==> src/hw/rtl/sct_pkg.sv <==
package sct_pkg;

  localparam int MAX_COLUMNS_DEF = 16;

  localparam logic [7:0] CH_QUOTE = 8'h22;
  localparam logic [7:0] CH_COMMA = 8'h2C;
  localparam logic [7:0] CH_LF    = 8'h0A;
  localparam logic [7:0] CH_CR    = 8'h0D;

  localparam logic OP_DATA = 1'b0;
  localparam logic OP_EOS  = 1'b1;

  localparam int CFG_IDX_W  = 2;
  localparam int CFG_DATA_W = 24;

  localparam logic [CFG_IDX_W-1:0] CFG_COLUMN_COUNT    = 2'd0;
  localparam logic [CFG_IDX_W-1:0] CFG_MAX_FIELD_BYTES = 2'd1;
  localparam logic [CFG_IDX_W-1:0] CFG_MAX_ROWS        = 2'd2;

  localparam logic [4:0]  COLUMN_COUNT_RST    = 5'd5;
  localparam logic [23:0] MAX_FIELD_BYTES_RST = 24'd1048576;
  localparam logic [19:0] MAX_ROWS_RST        = 20'd100000;

  typedef enum logic [3:0] {
    ERR_NONE         = 4'd0,
    ERR_AFTER_CLOSE  = 4'd1,
    ERR_QUOTE        = 4'd2,
    ERR_FIELD_LIMIT  = 4'd3,
    ERR_ROW_SHAPE    = 4'd4,
    ERR_LINE_END     = 4'd5,
    ERR_UNTERMINATED = 4'd6,
    ERR_FINAL_ROW    = 4'd7,
    ERR_NO_ROWS      = 4'd8
  } err_t;

  typedef struct packed {
    logic [4:0]  column_count;
    logic [23:0] max_field_bytes;
    logic [19:0] max_rows;
  } cfg_t;

  typedef struct packed {
    logic        data_valid;
    logic [7:0]  data_byte;
    logic [3:0]  column_index;
    logic        field_done;
    logic        row_done;
    logic [19:0] row_index;
    err_t        err_code;
    logic        source_done;
  } res_t;

endpackage

==> src/hw/rtl/sct_if.sv <==
interface sct_in_if;
  logic       valid;
  logic       ready;
  logic       operation;
  logic [7:0] byte_value;

  modport source(output valid, output operation, output byte_value, input ready);
  modport sink(input valid, input operation, input byte_value, output ready);
endinterface

interface sct_out_if;
  logic        valid;
  logic        ready;
  logic        data_valid;
  logic [7:0]  data_byte;
  logic [3:0]  column_index;
  logic        field_done;
  logic        row_done;
  logic [19:0] row_index;
  logic [3:0]  err_code;
  logic        source_done;

  modport source(output valid, output data_valid, output data_byte, output column_index,
                 output field_done, output row_done, output row_index,
                 output err_code, output source_done, input ready);
  modport sink(input valid, input data_valid, input data_byte, input column_index,
               input field_done, input row_done, input row_index,
               input err_code, input source_done, output ready);
endinterface

==> src/hw/rtl/sct_cfg.sv <==
module sct_cfg (
  input  logic                               clk,
  input  logic                               rst,
  input  logic                               wr_en,
  input  logic [sct_pkg::CFG_IDX_W-1:0]      index,
  input  logic [sct_pkg::CFG_DATA_W-1:0]     data,
  output sct_pkg::cfg_t                      cfg
);
  import sct_pkg::*;

  always_ff @(posedge clk) begin
    if (rst) begin
      cfg.column_count    <= COLUMN_COUNT_RST;
      cfg.max_field_bytes <= MAX_FIELD_BYTES_RST;
      cfg.max_rows        <= MAX_ROWS_RST;
    end else if (wr_en) begin
      case (index)
        CFG_COLUMN_COUNT:    cfg.column_count    <= data[4:0];
        CFG_MAX_FIELD_BYTES: cfg.max_field_bytes <= data[23:0];
        CFG_MAX_ROWS:        cfg.max_rows        <= data[19:0];
        default: ;
      endcase
    end
  end

endmodule

==> src/hw/rtl/sct_core.sv <==
module sct_core #(
  parameter int MAX_COLUMNS = sct_pkg::MAX_COLUMNS_DEF
) (
  input  logic           clk,
  input  logic           rst,
  input  sct_pkg::cfg_t  cfg,
  input  logic           step,
  input  logic           operation,
  input  logic [7:0]     byte_value,
  output sct_pkg::res_t  res,
  output logic           res_en
);
  import sct_pkg::*;

  // column_count is 5 bits, so the limit never exceeds 31
  localparam int LIM_CAP = (MAX_COLUMNS < 31) ? MAX_COLUMNS : 31;
  localparam int CW      = $clog2(LIM_CAP + 1);

  logic          in_quotes, quote_pending, quote_closed, cr_pending, field_nonempty;
  logic [CW-1:0] column_counter;
  logic [24:0]   field_length;
  logic [20:0]   row_counter;
  err_t          error_latched;

  logic          in_quotes_next, quote_pending_next, quote_closed_next;
  logic          cr_pending_next, field_nonempty_next;
  logic [CW-1:0] column_counter_next;
  logic [24:0]   field_length_next;
  logic [20:0]   row_counter_next;
  err_t          error_latched_next;

  logic [CW-1:0] lim;
  logic [CW:0]   col_inc;
  logic [24:0]   len_inc;
  logic [20:0]   row_inc;
  logic          field_ok, row_ok;
  logic          handled, qc_mid, eos_fd;
  err_t          fail_code, eos_err;

  assign lim = (int'(cfg.column_count) > LIM_CAP) ? CW'(LIM_CAP) : CW'(cfg.column_count);
  assign col_inc = {1'b0, column_counter} + 1'b1;
  assign len_inc = (field_length == '1) ? field_length : field_length + 1'b1;
  assign row_inc = (row_counter == '1) ? row_counter : row_counter + 1'b1;
  assign field_ok = (field_length <= {1'b0, cfg.max_field_bytes}) && (column_counter < lim);
  assign row_ok = field_ok && (col_inc == {1'b0, lim}) &&
                  (row_counter <= {1'b0, cfg.max_rows});

  always_comb begin
    in_quotes_next      = in_quotes;
    quote_pending_next  = quote_pending;
    quote_closed_next   = quote_closed;
    cr_pending_next     = cr_pending;
    field_nonempty_next = field_nonempty;
    column_counter_next = column_counter;
    field_length_next   = field_length;
    row_counter_next    = row_counter;
    error_latched_next  = error_latched;
    handled   = 1'b0;
    qc_mid    = quote_closed;
    eos_fd    = 1'b0;
    eos_err   = error_latched;
    fail_code = ERR_NONE;
    res_en    = 1'b0;
    res       = '0;
    res.column_index = (int'(column_counter) > 15) ? 4'd15 : 4'(column_counter);
    res.row_index    = row_counter[20] ? 20'hFFFFF : row_counter[19:0];
    res.err_code     = ERR_NONE;

    if (operation == OP_EOS) begin
      if (error_latched == ERR_NONE) begin
        if (cr_pending) begin
          eos_err = ERR_LINE_END;
        end else if (in_quotes && !quote_pending) begin
          eos_err = ERR_UNTERMINATED;
        end else if (column_counter != '0 || field_nonempty || quote_closed ||
                     quote_pending) begin
          if (row_ok) begin
            eos_fd = 1'b1;
          end else begin
            eos_err = ERR_FINAL_ROW;
          end
        end
        if (eos_err == ERR_NONE && row_counter == '0 && !eos_fd) begin
          eos_err = ERR_NO_ROWS;
        end
      end
      res_en          = 1'b1;
      res.source_done = 1'b1;
      res.field_done  = eos_fd;
      res.row_done    = eos_fd;
      res.err_code    = eos_err;
      in_quotes_next      = 1'b0;
      quote_pending_next  = 1'b0;
      quote_closed_next   = 1'b0;
      cr_pending_next     = 1'b0;
      field_nonempty_next = 1'b0;
      column_counter_next = '0;
      field_length_next   = '0;
      row_counter_next    = '0;
      error_latched_next  = ERR_NONE;
    end else if (error_latched == ERR_NONE) begin
      if (cr_pending && byte_value != CH_LF) begin
        fail_code = ERR_LINE_END;
      end else begin
        cr_pending_next = 1'b0;
        if (quote_pending) begin
          quote_pending_next = 1'b0;
          if (byte_value == CH_QUOTE) begin
            handled = 1'b1;
            res_en  = 1'b1;
          end else begin
            in_quotes_next = 1'b0;
            qc_mid         = 1'b1;
          end
        end else if (in_quotes) begin
          handled = 1'b1;
          if (byte_value == CH_QUOTE) begin
            quote_pending_next = 1'b1;
          end else begin
            res_en = 1'b1;
          end
        end
        quote_closed_next = qc_mid;
        if (!handled) begin
          if (qc_mid && byte_value != CH_COMMA && byte_value != CH_CR &&
              byte_value != CH_LF) begin
            fail_code = ERR_AFTER_CLOSE;
          end else if (byte_value == CH_QUOTE) begin
            if (field_nonempty || qc_mid) begin
              fail_code = ERR_QUOTE;
            end else begin
              in_quotes_next = 1'b1;
            end
          end else if (byte_value == CH_COMMA) begin
            if (!field_ok) begin
              fail_code = ERR_FIELD_LIMIT;
            end else begin
              column_counter_next = col_inc[CW-1:0];
              field_length_next   = '0;
              field_nonempty_next = 1'b0;
              quote_closed_next   = 1'b0;
              res_en              = 1'b1;
              res.field_done      = 1'b1;
            end
          end else if (byte_value == CH_LF) begin
            if (!row_ok) begin
              fail_code = ERR_ROW_SHAPE;
            end else begin
              column_counter_next = '0;
              field_length_next   = '0;
              field_nonempty_next = 1'b0;
              quote_closed_next   = 1'b0;
              row_counter_next    = row_inc;
              res_en              = 1'b1;
              res.field_done      = 1'b1;
              res.row_done        = 1'b1;
            end
          end else if (byte_value == CH_CR) begin
            cr_pending_next = 1'b1;
          end else begin
            res_en = 1'b1;
          end
        end
        // content byte: counts toward the field length
        if (res_en && !res.field_done) begin
          field_length_next   = len_inc;
          field_nonempty_next = 1'b1;
          res.data_valid      = 1'b1;
          res.data_byte       = byte_value;
        end
      end
      if (fail_code != ERR_NONE) begin
        // row check failed after the last field closed: that field still counts
        if (fail_code == ERR_ROW_SHAPE && field_ok) begin
          column_counter_next = col_inc[CW-1:0];
          res.column_index    = (int'(col_inc) > 15) ? 4'd15 : 4'(col_inc);
        end
        error_latched_next = fail_code;
        res_en             = 1'b1;
        res.data_valid     = 1'b0;
        res.data_byte      = '0;
        res.field_done     = 1'b0;
        res.row_done       = 1'b0;
        res.err_code       = fail_code;
      end
    end
  end

  always_ff @(posedge clk) begin
    if (rst) begin
      in_quotes      <= 1'b0;
      quote_pending  <= 1'b0;
      quote_closed   <= 1'b0;
      cr_pending     <= 1'b0;
      field_nonempty <= 1'b0;
      column_counter <= '0;
      field_length   <= '0;
      row_counter    <= '0;
      error_latched  <= ERR_NONE;
    end else if (step) begin
      in_quotes      <= in_quotes_next;
      quote_pending  <= quote_pending_next;
      quote_closed   <= quote_closed_next;
      cr_pending     <= cr_pending_next;
      field_nonempty <= field_nonempty_next;
      column_counter <= column_counter_next;
      field_length   <= field_length_next;
      row_counter    <= row_counter_next;
      error_latched  <= error_latched_next;
    end
  end

  a_pending_in_quotes: assert property (@(posedge clk) disable iff (rst)
    quote_pending |-> in_quotes)
    else $error("quote pending outside a quoted field");

  a_eos_clears: assert property (@(posedge clk) disable iff (rst)
    step && operation == OP_EOS |=> error_latched == ERR_NONE && row_counter == '0 &&
      column_counter == '0 && !in_quotes && !cr_pending)
    else $error("state not cleared after end of source");

  a_latched_silent: assert property (@(posedge clk) disable iff (rst)
    step && operation == OP_DATA && error_latched != ERR_NONE |-> !res_en)
    else $error("word produced after a latched error");

  a_byte_clean: assert property (@(posedge clk) disable iff (rst)
    res_en && res.data_valid |-> !res.field_done && res.err_code == ERR_NONE)
    else $error("content byte combined with field end or error");

endmodule

==> src/hw/rtl/strict_csv_tokenizer_top.sv <==
// Pipeline: a word is accepted into the input register, decoded combinationally from it and
// presented from the result register.
// Throughput: one word per cycle while the result is not stalled; the state update on the
// registered word sets the rate, and a stalled result holds the result and input registers.
// Reset (rst, synchronous, active high) clears all parse state and restores the
// configuration registers to column_count 5, max_field_bytes 1048576, max_rows 100000.
module strict_csv_tokenizer_top #(
  parameter int MAX_COLUMNS = sct_pkg::MAX_COLUMNS_DEF
) (
  input  logic                            clk,
  input  logic                            rst,
  sct_in_if.sink                          item,
  sct_out_if.source                       result,
  input  logic                            cfg_wr_en,
  input  logic [sct_pkg::CFG_IDX_W-1:0]   cfg_index,
  input  logic [sct_pkg::CFG_DATA_W-1:0]  cfg_data
);
  import sct_pkg::*;

  cfg_t       cfg;
  logic       in_valid;
  logic       in_op;
  logic [7:0] in_byte;
  logic       advance;
  res_t       step_res;
  logic       step_en;
  logic       out_valid;
  res_t       out_res;

  assign advance    = in_valid && (!out_valid || result.ready);
  assign item.ready = !in_valid || advance;

  sct_cfg u_cfg (
    .clk   (clk),
    .rst   (rst),
    .wr_en (cfg_wr_en),
    .index (cfg_index),
    .data  (cfg_data),
    .cfg   (cfg)
  );

  sct_core #(
    .MAX_COLUMNS (MAX_COLUMNS)
  ) u_core (
    .clk        (clk),
    .rst        (rst),
    .cfg        (cfg),
    .step       (advance),
    .operation  (in_op),
    .byte_value (in_byte),
    .res        (step_res),
    .res_en     (step_en)
  );

  always_ff @(posedge clk) begin
    if (rst) begin
      in_valid  <= 1'b0;
      out_valid <= 1'b0;
    end else begin
      if (item.valid && item.ready) begin
        in_valid <= 1'b1;
      end else if (advance) begin
        in_valid <= 1'b0;
      end
      if (advance) begin
        out_valid <= step_en;
      end else if (result.ready) begin
        out_valid <= 1'b0;
      end
    end
  end

  always_ff @(posedge clk) begin
    if (item.valid && item.ready) begin
      in_op   <= item.operation;
      in_byte <= item.byte_value;
    end
    if (advance) begin
      out_res <= step_res;
    end
  end

  assign result.valid        = out_valid;
  assign result.data_valid   = out_res.data_valid;
  assign result.data_byte    = out_res.data_byte;
  assign result.column_index = out_res.column_index;
  assign result.field_done   = out_res.field_done;
  assign result.row_done     = out_res.row_done;
  assign result.row_index    = out_res.row_index;
  assign result.err_code     = 4'(out_res.err_code);
  assign result.source_done  = out_res.source_done;

endmodule
==> src/flat_wrapper.sv <==
// flat-port wrapper written by rule: the top's interface ports become plain ports
module strict_csv_tokenizer_top_flat import sct_pkg::*;
#(
  parameter int MAX_COLUMNS = sct_pkg::MAX_COLUMNS_DEF
)
  (clk, rst, cfg_wr_en, cfg_index, cfg_data, item_valid, item_operation, item_byte_value, item_ready, result_valid, result_data_valid, result_data_byte, result_column_index, result_field_done, result_row_done, result_row_index, result_err_code, result_source_done, result_ready);
  sct_in_if item_i ();
  sct_out_if result_i ();
  input  logic clk;
  input  logic rst;
  input  logic cfg_wr_en;
  input  logic [sct_pkg::CFG_IDX_W-1:0] cfg_index;
  input  logic [sct_pkg::CFG_DATA_W-1:0] cfg_data;
  input wire logic [$bits(item_i.valid)-1:0] item_valid;
  input wire logic [$bits(item_i.operation)-1:0] item_operation;
  input wire logic [$bits(item_i.byte_value)-1:0] item_byte_value;
  output wire logic [$bits(item_i.ready)-1:0] item_ready;
  output wire logic [$bits(result_i.valid)-1:0] result_valid;
  output wire logic [$bits(result_i.data_valid)-1:0] result_data_valid;
  output wire logic [$bits(result_i.data_byte)-1:0] result_data_byte;
  output wire logic [$bits(result_i.column_index)-1:0] result_column_index;
  output wire logic [$bits(result_i.field_done)-1:0] result_field_done;
  output wire logic [$bits(result_i.row_done)-1:0] result_row_done;
  output wire logic [$bits(result_i.row_index)-1:0] result_row_index;
  output wire logic [$bits(result_i.err_code)-1:0] result_err_code;
  output wire logic [$bits(result_i.source_done)-1:0] result_source_done;
  input wire logic [$bits(result_i.ready)-1:0] result_ready;
  assign item_i.valid = item_valid;
  assign item_i.operation = item_operation;
  assign item_i.byte_value = item_byte_value;
  assign item_ready = item_i.ready;
  assign result_valid = result_i.valid;
  assign result_data_valid = result_i.data_valid;
  assign result_data_byte = result_i.data_byte;
  assign result_column_index = result_i.column_index;
  assign result_field_done = result_i.field_done;
  assign result_row_done = result_i.row_done;
  assign result_row_index = result_i.row_index;
  assign result_err_code = result_i.err_code;
  assign result_source_done = result_i.source_done;
  assign result_i.ready = result_ready;
  strict_csv_tokenizer_top #(.MAX_COLUMNS(MAX_COLUMNS)) u_core (.clk(clk), .rst(rst), .item(item_i), .result(result_i), .cfg_wr_en(cfg_wr_en), .cfg_index(cfg_index), .cfg_data(cfg_data));
endmodule
==> config.mk <==
export PLATFORM = sky130hd
export DESIGN_NAME = strict_csv_tokenizer_top_flat
export DESIGN_NICKNAME = d
export VERILOG_FILES = /design/src/hw/rtl/sct_pkg.sv /design/src/hw/rtl/sct_if.sv /design/src/hw/rtl/sct_cfg.sv /design/src/hw/rtl/sct_core.sv /design/src/hw/rtl/strict_csv_tokenizer_top.sv /design/src/flat_wrapper.sv
export SDC_FILE = /design/constraint.sdc
export NUM_CORES = 1
export LEC_CHECK = 0
export ABC_AREA = 1
export BUFFER_PORTS_ARGS = -buffer_cell sky130_fd_sc_hd__buf_2
export CAP_MARGIN = 40
export CORE_UTILIZATION = 24
export DETAILED_ROUTE_END_ITERATION = 10
export SYNTH_ARGS = -nofsm -noshare
export SYNTH_HDL_FRONTEND = slang
export SYNTH_HIERARCHICAL = 1
export SYNTH_SLANG_ARGS = --single-unit
==> constraint.sdc <==
create_clock -name clk -period 8.13 [get_ports clk]
set_input_delay 0.4065 -clock clk [delete_from_list [all_inputs] [get_ports clk]]
set_output_delay 0.4065 -clock clk [all_outputs]
set_load 0.02 [all_outputs]
-- After elaboration in Yosys (flattened, before gate mapping)
Index checks and enable logic that the tools add are counted.
Widths: inputs -> output; s select.
- input port bits: 40
- output and inout bits: 42
- register bits after elaboration: 160
- word-level logic and storage cells: 274
- magnitude comparators: 6
- reductions and logical operators: 50
- equality and inequality tests: 24
- bitwise gates (word level): 2
- $add $sub $neg: 3
- multiplexer cells: 165
- operator list (operator ; count):
    $mux 25 ; 12
    $mux 21 ; 10
    $mux 4 ; 25
    $mux 1 ; 88
    $mux 5 ; 13
    $add 25x1->25 const B ; 1
    $eq 25x25->1 const B ; 1
    $le 25x24->1 ; 1
    $mux 2 ; 12
    $add 21x1->21 const B ; 1
    $eq 21x21->1 const B ; 1
    $le 21x20->1 ; 1
    $logic_not 21->1 ; 1
    $reduce_and 10->1 ; 2
    $eq 8x4->1 const B ; 2
    $eq 8x6->1 const B ; 2
    $ne 8x4->1 const B ; 2
    $logic_and 1x1->1 ; 14
    $mux 6 ; 2
    $ne 2x1->1 const B ; 6
    $reduce_bool 2->1 ; 6
    $reduce_bool 4->1 ; 3
    $mux 9 ; 1
    $ne 3x1->1 const B ; 3
    other kinds (24) ; 40

-- Logic depth before layout (Yosys ltp)
- word-level depth: 21
- depth in mapped cells: 25
- gate-level depth less buffers: 24

-- By module
Netlist, hierarchy kept.
- by module, submodules not included (module ; area each (µm²) ; sequential area each (µm²) ; instances ; cells an instance):
    sct_core ; 5566.6 ; 1181.1 ; 1 ; 904
    sct_cfg ; 1990.7 ; 980.9 ; 1 ; 299
    strict_csv_tokenizer_top ; 1565.3 ; 1511.4 ; 1 ; 61

-- Worst setup path after synthesis
Ideal clock, no wire load.
- kind: in2reg
- from: input port result_ready
- to: register u_core.u_core.row_counter[11]
- required time: 8.003 ns
- stages on the path: 12
- setup time: 0.127 ns
- arrival: 5.026 ns
- buffers on the path: 1
- path slack: 2.977 ns
- cell sequence: inv_1 > a21boi_0 > inv_1 > nor2_1 > nand2_1 > inv_1 > o21ai_2 > inv_2 > buf_4 > nand3_1 > o21ai_0 > a2bb2oi_1
- longest elaborated chain between the ends: 3
- ends and longest elaborated chain (element ; RTL line ; source):
    start, declared ; flat_wrapper.sv:27 ; input wire logic [$bits(result_i.ready)-1:0] result_ready;
    $logic_or 1x1->1 ; strict_csv_tokenizer_top.sv:30 ; assign advance = in_valid && (!out_valid || result.ready);
    $logic_and 1x1->1 ; strict_csv_tokenizer_top.sv:30 ;
    named net u_core.advance ; strict_csv_tokenizer_top.sv:24 ; logic advance;
    $reduce_and 10->1 (no source line) ; - ;
    end signal, assigned ; sct_core.sv:208 ; row_counter <= row_counter_next;
    end, declared ; sct_core.sv:22 ; logic [20:0] row_counter;
The timed path passes the listed nets, and every way through them passes these cells.
A chain may end at the register's enable or synchronous reset.

-- Worst setup path after layout
- from: register u_core.u_core.column_counter[0]
- to: register u_core.u_core.field_length[20]
- longest elaborated chain between the ends: 19
- elaborated cells on any way between the ends: 40
- classes of those cells: add/sub: 1; order compare: 1; eq/ne: 6; mux: 24; reduce/logical: 8
- ends and longest elaborated chain (element ; RTL line ; source):
    start, declared ; sct_core.sv:20 ; logic [CW-1:0] column_counter;
    start signal, assigned ; sct_core.sv:206 ; column_counter <= column_counter_next;
    $add 5x1->6 / $lt 5x5->1 (equally long branches) ; sct_core.sv:41, sct_core.sv:44 ;
    $eq 6x5->1 / $logic_and 1x1->1 (equally long branches) ; sct_core.sv:45, sct_core.sv:44 ;
    $logic_and 1x1->1 (2 in a row) ; sct_core.sv:45 ; assign row_ok = field_ok && (col_inc == {1'b0, lim}) &&
    $mux 2 ; sct_core.sv:146 ; if (!row_ok) begin
    $mux 2 ; sct_core.sv:145 ; end else if (byte_value == CH_LF) begin
    $mux 1 ; sct_core.sv:134 ; end else if (byte_value == CH_COMMA) begin
    $mux 2 ; sct_core.sv:128 ; end else if (byte_value == CH_QUOTE) begin
    $mux 2 ; sct_core.sv:125 ; if (qc_mid && byte_value != CH_COMMA && byte_value != CH_CR &&
    [2 not listed] ; - ;
    $mux 2 ; sct_core.sv:101 ; end else if (error_latched == ERR_NONE) begin
    $mux 2 ; sct_core.sv:69 ; if (operation == OP_EOS) begin
    $logic_not 1->1 ; sct_core.sv:165 ; if (res_en && !res.field_done) begin
    $logic_and 1x1->1 ; sct_core.sv:165 ;
    $mux 25 ; sct_core.sv:165 ;
    $mux 25 ; sct_core.sv:102 ; if (cr_pending && byte_value != CH_LF) begin
    $mux 25 ; sct_core.sv:101 ;
    $mux 25 ; sct_core.sv:69 ;
    end signal, assigned ; sct_core.sv:207 ; field_length <= field_length_next;
    end, declared ; sct_core.sv:21 ; logic [24:0] field_length;
Parallel ways exist; a longest one is shown, timed or not. The select of a mux whose other input is x is not followed.

==> metrics.md <==
| Metric | Value |
|---|---|
| Status | `completed` |
| IO buf count | `between 80 and 90` |
| Fin crit period | `~3.5 ns` |
| Post-CTS Setup Repair Bufs | `0` |
| Worst EP required | `8.49 ns` |
| Largest cells by area after synthesis | `dfxtp_1, edfxtp_1, nand2_1, inv_1, ha_1` |
| Hold WS | `0.135 ns` |
| Placed Area | `roughly 10000 um^2` |
| Die height | `197 um` |
| Layout Nets | `between 1000 and 1500` |
| Yosys reg bits | `159` |
| Number of diodes | `0` |
| Syn-to-layout area delta | `16.2%` |
| Synth Net Count | `between 1000 and 1500` |
| WP data arrival | `approximately 3.8 ns` |
| CTS tree | `built` |
| Hold buffers post-CTS | `0` |
| First-pass GRT wire length | `38.9 mm` |
| Post-route DRC violation count | `0` |
| CP Cell Sequence | `ha_1 -> nand2_1 -> nor2_1 -> ha_1 -> nor2_1 -> nor2_1 -> nand2_1 -> nor2_1 -> nand4_1 -> nor2_1 -> nand2_2 -> o21bai_2 -> nand2_1 -> nand2_1 -> nand2_1 -> nand2_2 -> nand3_4 -> nor2_8 -> nand2_4 -> nand2_2 -> nand2_1 -> a21oi_1` |
| Worst VDD drop | `about 120 uV` |
| Power per Cell Area | `177 nW/um^2` |
| Crit path capture type | `flip-flop` |
| Worst-path clk slew | `~0.08 ns` |
| # rows | `slightly above 70` |
| Design Area, Final | `10600 um^2` |
| Die Span X | `~200 um` |
| Initial Util | `24.3%` |
| CTS Buf Count | `17` |
| Average via count per standard cell | `approximately 4.4` |
| Worst slew margin | `between 40 and 50%` |
| Crit path kind | `reg2reg` |
| Buffers and inverters on the worst path | `0` |
| Clock latency on the worst-skew pair | `0.44 ns` |
| Most frequent cell on the critical path | `nand2_1` |
| Setup Skew | `between 0.01 and 0.015 ns` |
| Vias in the first global route | `about 7700` |
| Die area | `38800 um^2` |
| Seq/Total Area, Yosys | `slightly above 40%` |
| Overall power | `between 1.5 and 2 mW` |
| Ys async rst share | `0%` |
| DR WL/cell | `12.8 um` |
| Share of layout cells above drive strength 1 | `roughly an eighth` |
| Worst setup SP type | `flip-flop` |
| Fillers | `around 4100` |
| Post-synth EDFFs | `between 40 and 50` |
| Vias | `approximately 8000` |
| Antenna Nets Post-Route | `0` |
| Global placer's final weighted congestion | `slightly below 0.9` |
| Leakage power | `about 4.9 nW` |
| Buffer levels on the longest clock path | `2` |
| Cell family with most CP delay | `simple AND/OR/NAND/NOR gates` |
| Initial DRC Count | `slightly above 500` |
| H-tree depth | `4` |
| Count of different cell masters after synthesis | `52` |
| Crit-path slowest cell | `nand2_2` |
| Area share of the largest cell type after synthesis | `between 20% and 30%` |
| Cells after Synth | `1264` |
| Global route overflow | `0` |
| TNS Setup | `0 ns` |
| Initial antenna violation count | `0` |
| Yosys warnings | `6` |
| Largest net degree at the start of global routing | `50` |
| Root Buffer | `clkbuf_16` |
| # setup viols final | `0` |
| Core area | `37600 um^2` |
| Max FO, Critical Path | `25` |
| RSZ-0062 raised after global routing | `false` |
| Mapped Area | `roughly 9100 um^2` |
| Fin crit share | `between 40% and 50%` |
| Worst path max stage delay | `between 0.3 and 0.4 ns` |
| 1st-pass router iterations | `5` |
| Worst Hold Class | `in2reg` |
| Post-synth top flop | `dfxtp_1` |
| IO Pins | `between 80 and 90` |
| Fin. Hold Viols | `0` |
| Clock sink count | `between 150 and 200` |
| Average size of a mapped cell | `7.22 um^2` |
| Fmax | `0.287 GHz` |
| Final HPWL DP | `around 18 mm` |
| Worst-Margin Slew | `~0.82 ns` |
| WL final | `about 24 mm` |
| Final slew viol count | `0` |
| Max_cap viols | `0` |
| CTS resizes | `0` |
| Largest area contributor in the netlist | `dfxtp_1` |
| Total Routing Usage GR | `between 10% and 20%` |
flip-flops by register name, summed over array words and instances (netlist names), 3 cells and up:
register                      flops
u_core/result.err_code            4
u_core/result.data_byte           8
u_core/u_core/row_counter        21
u_core/result.row_index          20
u_core/in_byte                    8
u_core/u_core/column_counter      5
u_core/result.column_index        4
u_core/u_core/field_length       25
u_core/u_core/error_latched       3
u_core/u_cfg/cfg                 49
per-layer routing:
metal	GRT usage, %	wire length, um	up-vias
li1	-	-	4171
met1	16.3	11200	3727
met2	20.9	10900	204
met3	2.26	1180	37
met4	4.94	531	0
met5	0	0	-
synth_stat cells, types with 3 or more instances:
cell type  number
nand2_1       329
inv_1         203
nor2_1        169
dfxtp_1       110
a21oi_1        74
nand3_1        65
ha_1           55
edfxtp_1       49
nand4_1        30
o21ai_0        25
nor3_1         17
xor2_1         14
buf_2          12
nor4_1         10
inv_2           9
buf_4           7
clkbuf_1        7
nand3b_1        6
nand2_2         5
nor2_2          5
nor3_2          5
a211oi_1        4
o211ai_1        4
or2_2           4
buf_6           3
nand3_2         3
nor4_2          3
o21ai_1         3
xnor2_1         3
report_power, final:
| group | total, mW | leakage, nW | switching (mW) | internal (mW) |
|---|---|---|---|---|
| Combinational | 0.229 | 3.27 | 0.157 | 0.0714 |
| Clock | 0.774 | 0.267 | 0.372 | 0.402 |
| Sequential | 0.872 | 1.37 | 0.0204 | 0.851 |
| Total | 1.87 | 4.91 | 0.549 | 1.33 |
stage by stage:
stage / utilization, % / setup slack, ns / std cells
6_report: 28.2 / 4.65 / 1862
5_1_grt: 28.2 / 4.26 / 1862
4_1_cts: 28.2 / 4.64 / 1862
3_5_place_dp: 26.7 / 4.68 / 1830
3_3_place_gp: 26.7 / 4.71 / 1828
2_1_floorplan: - / 2.98 / 1264
final timing paths:
path	start	cells after the start	slack (ns)	end
worst min-delay path	item_byte_value[6]	1	0.13	u_core/in_byte[6]
worst min register to register	u_core/u_core/in_quotes	2	0.46	u_core/u_core/in_quotes
worst max-delay path	u_core/u_core/column_counter[0]	22	4.65	u_core/u_core/field_length[20]
worst max register to register	u_core/u_core/column_counter[0]	22	4.65	u_core/u_core/field_length[20]
logic make-up after synthesis:
group           count (synthesis)  synth area share, %
compound gates                128                 8.01
xor+xnor                       18                 1.81
fa+ha+maj                      55                 7.54
buf+inv                       245                 10.8
flops                         159                 40.3
simple gates                  659                 31.5
cell type report:
| type | instances | area (um^2) | share of cell area (%) |
|---|---|---|---|
| multi-input cells | 860 | 4470 | 42.2 |
| flip-flops and latches | 159 | 3670 | 34.7 |
| inverters | 215 | 812 | 7.66 |
| well taps | 511 | 639 | 6.03 |
| repair buffers | 85 | 448 | 4.23 |
| clock buffers | 18 | 429 | 4.05 |
| clock inverters | 14 | 125 | 1.18 |
cell usage in the layout (no fill, tap or decap), drive strengths merged, types with 5 or more instances in the layout:
master,instances
nor4,13
o21ai,29
buf,85
nor3,22
or2,5
ha,55
a21oi,77
nand3,69
nor2,177
dfxtp,110
edfxtp,49
clkinv,6
nand3b,6
nand2,336
xor2,14
clkbuf,18
nand4,30
inv,221
No activity file was read; power rests on OpenSTA's default activity.
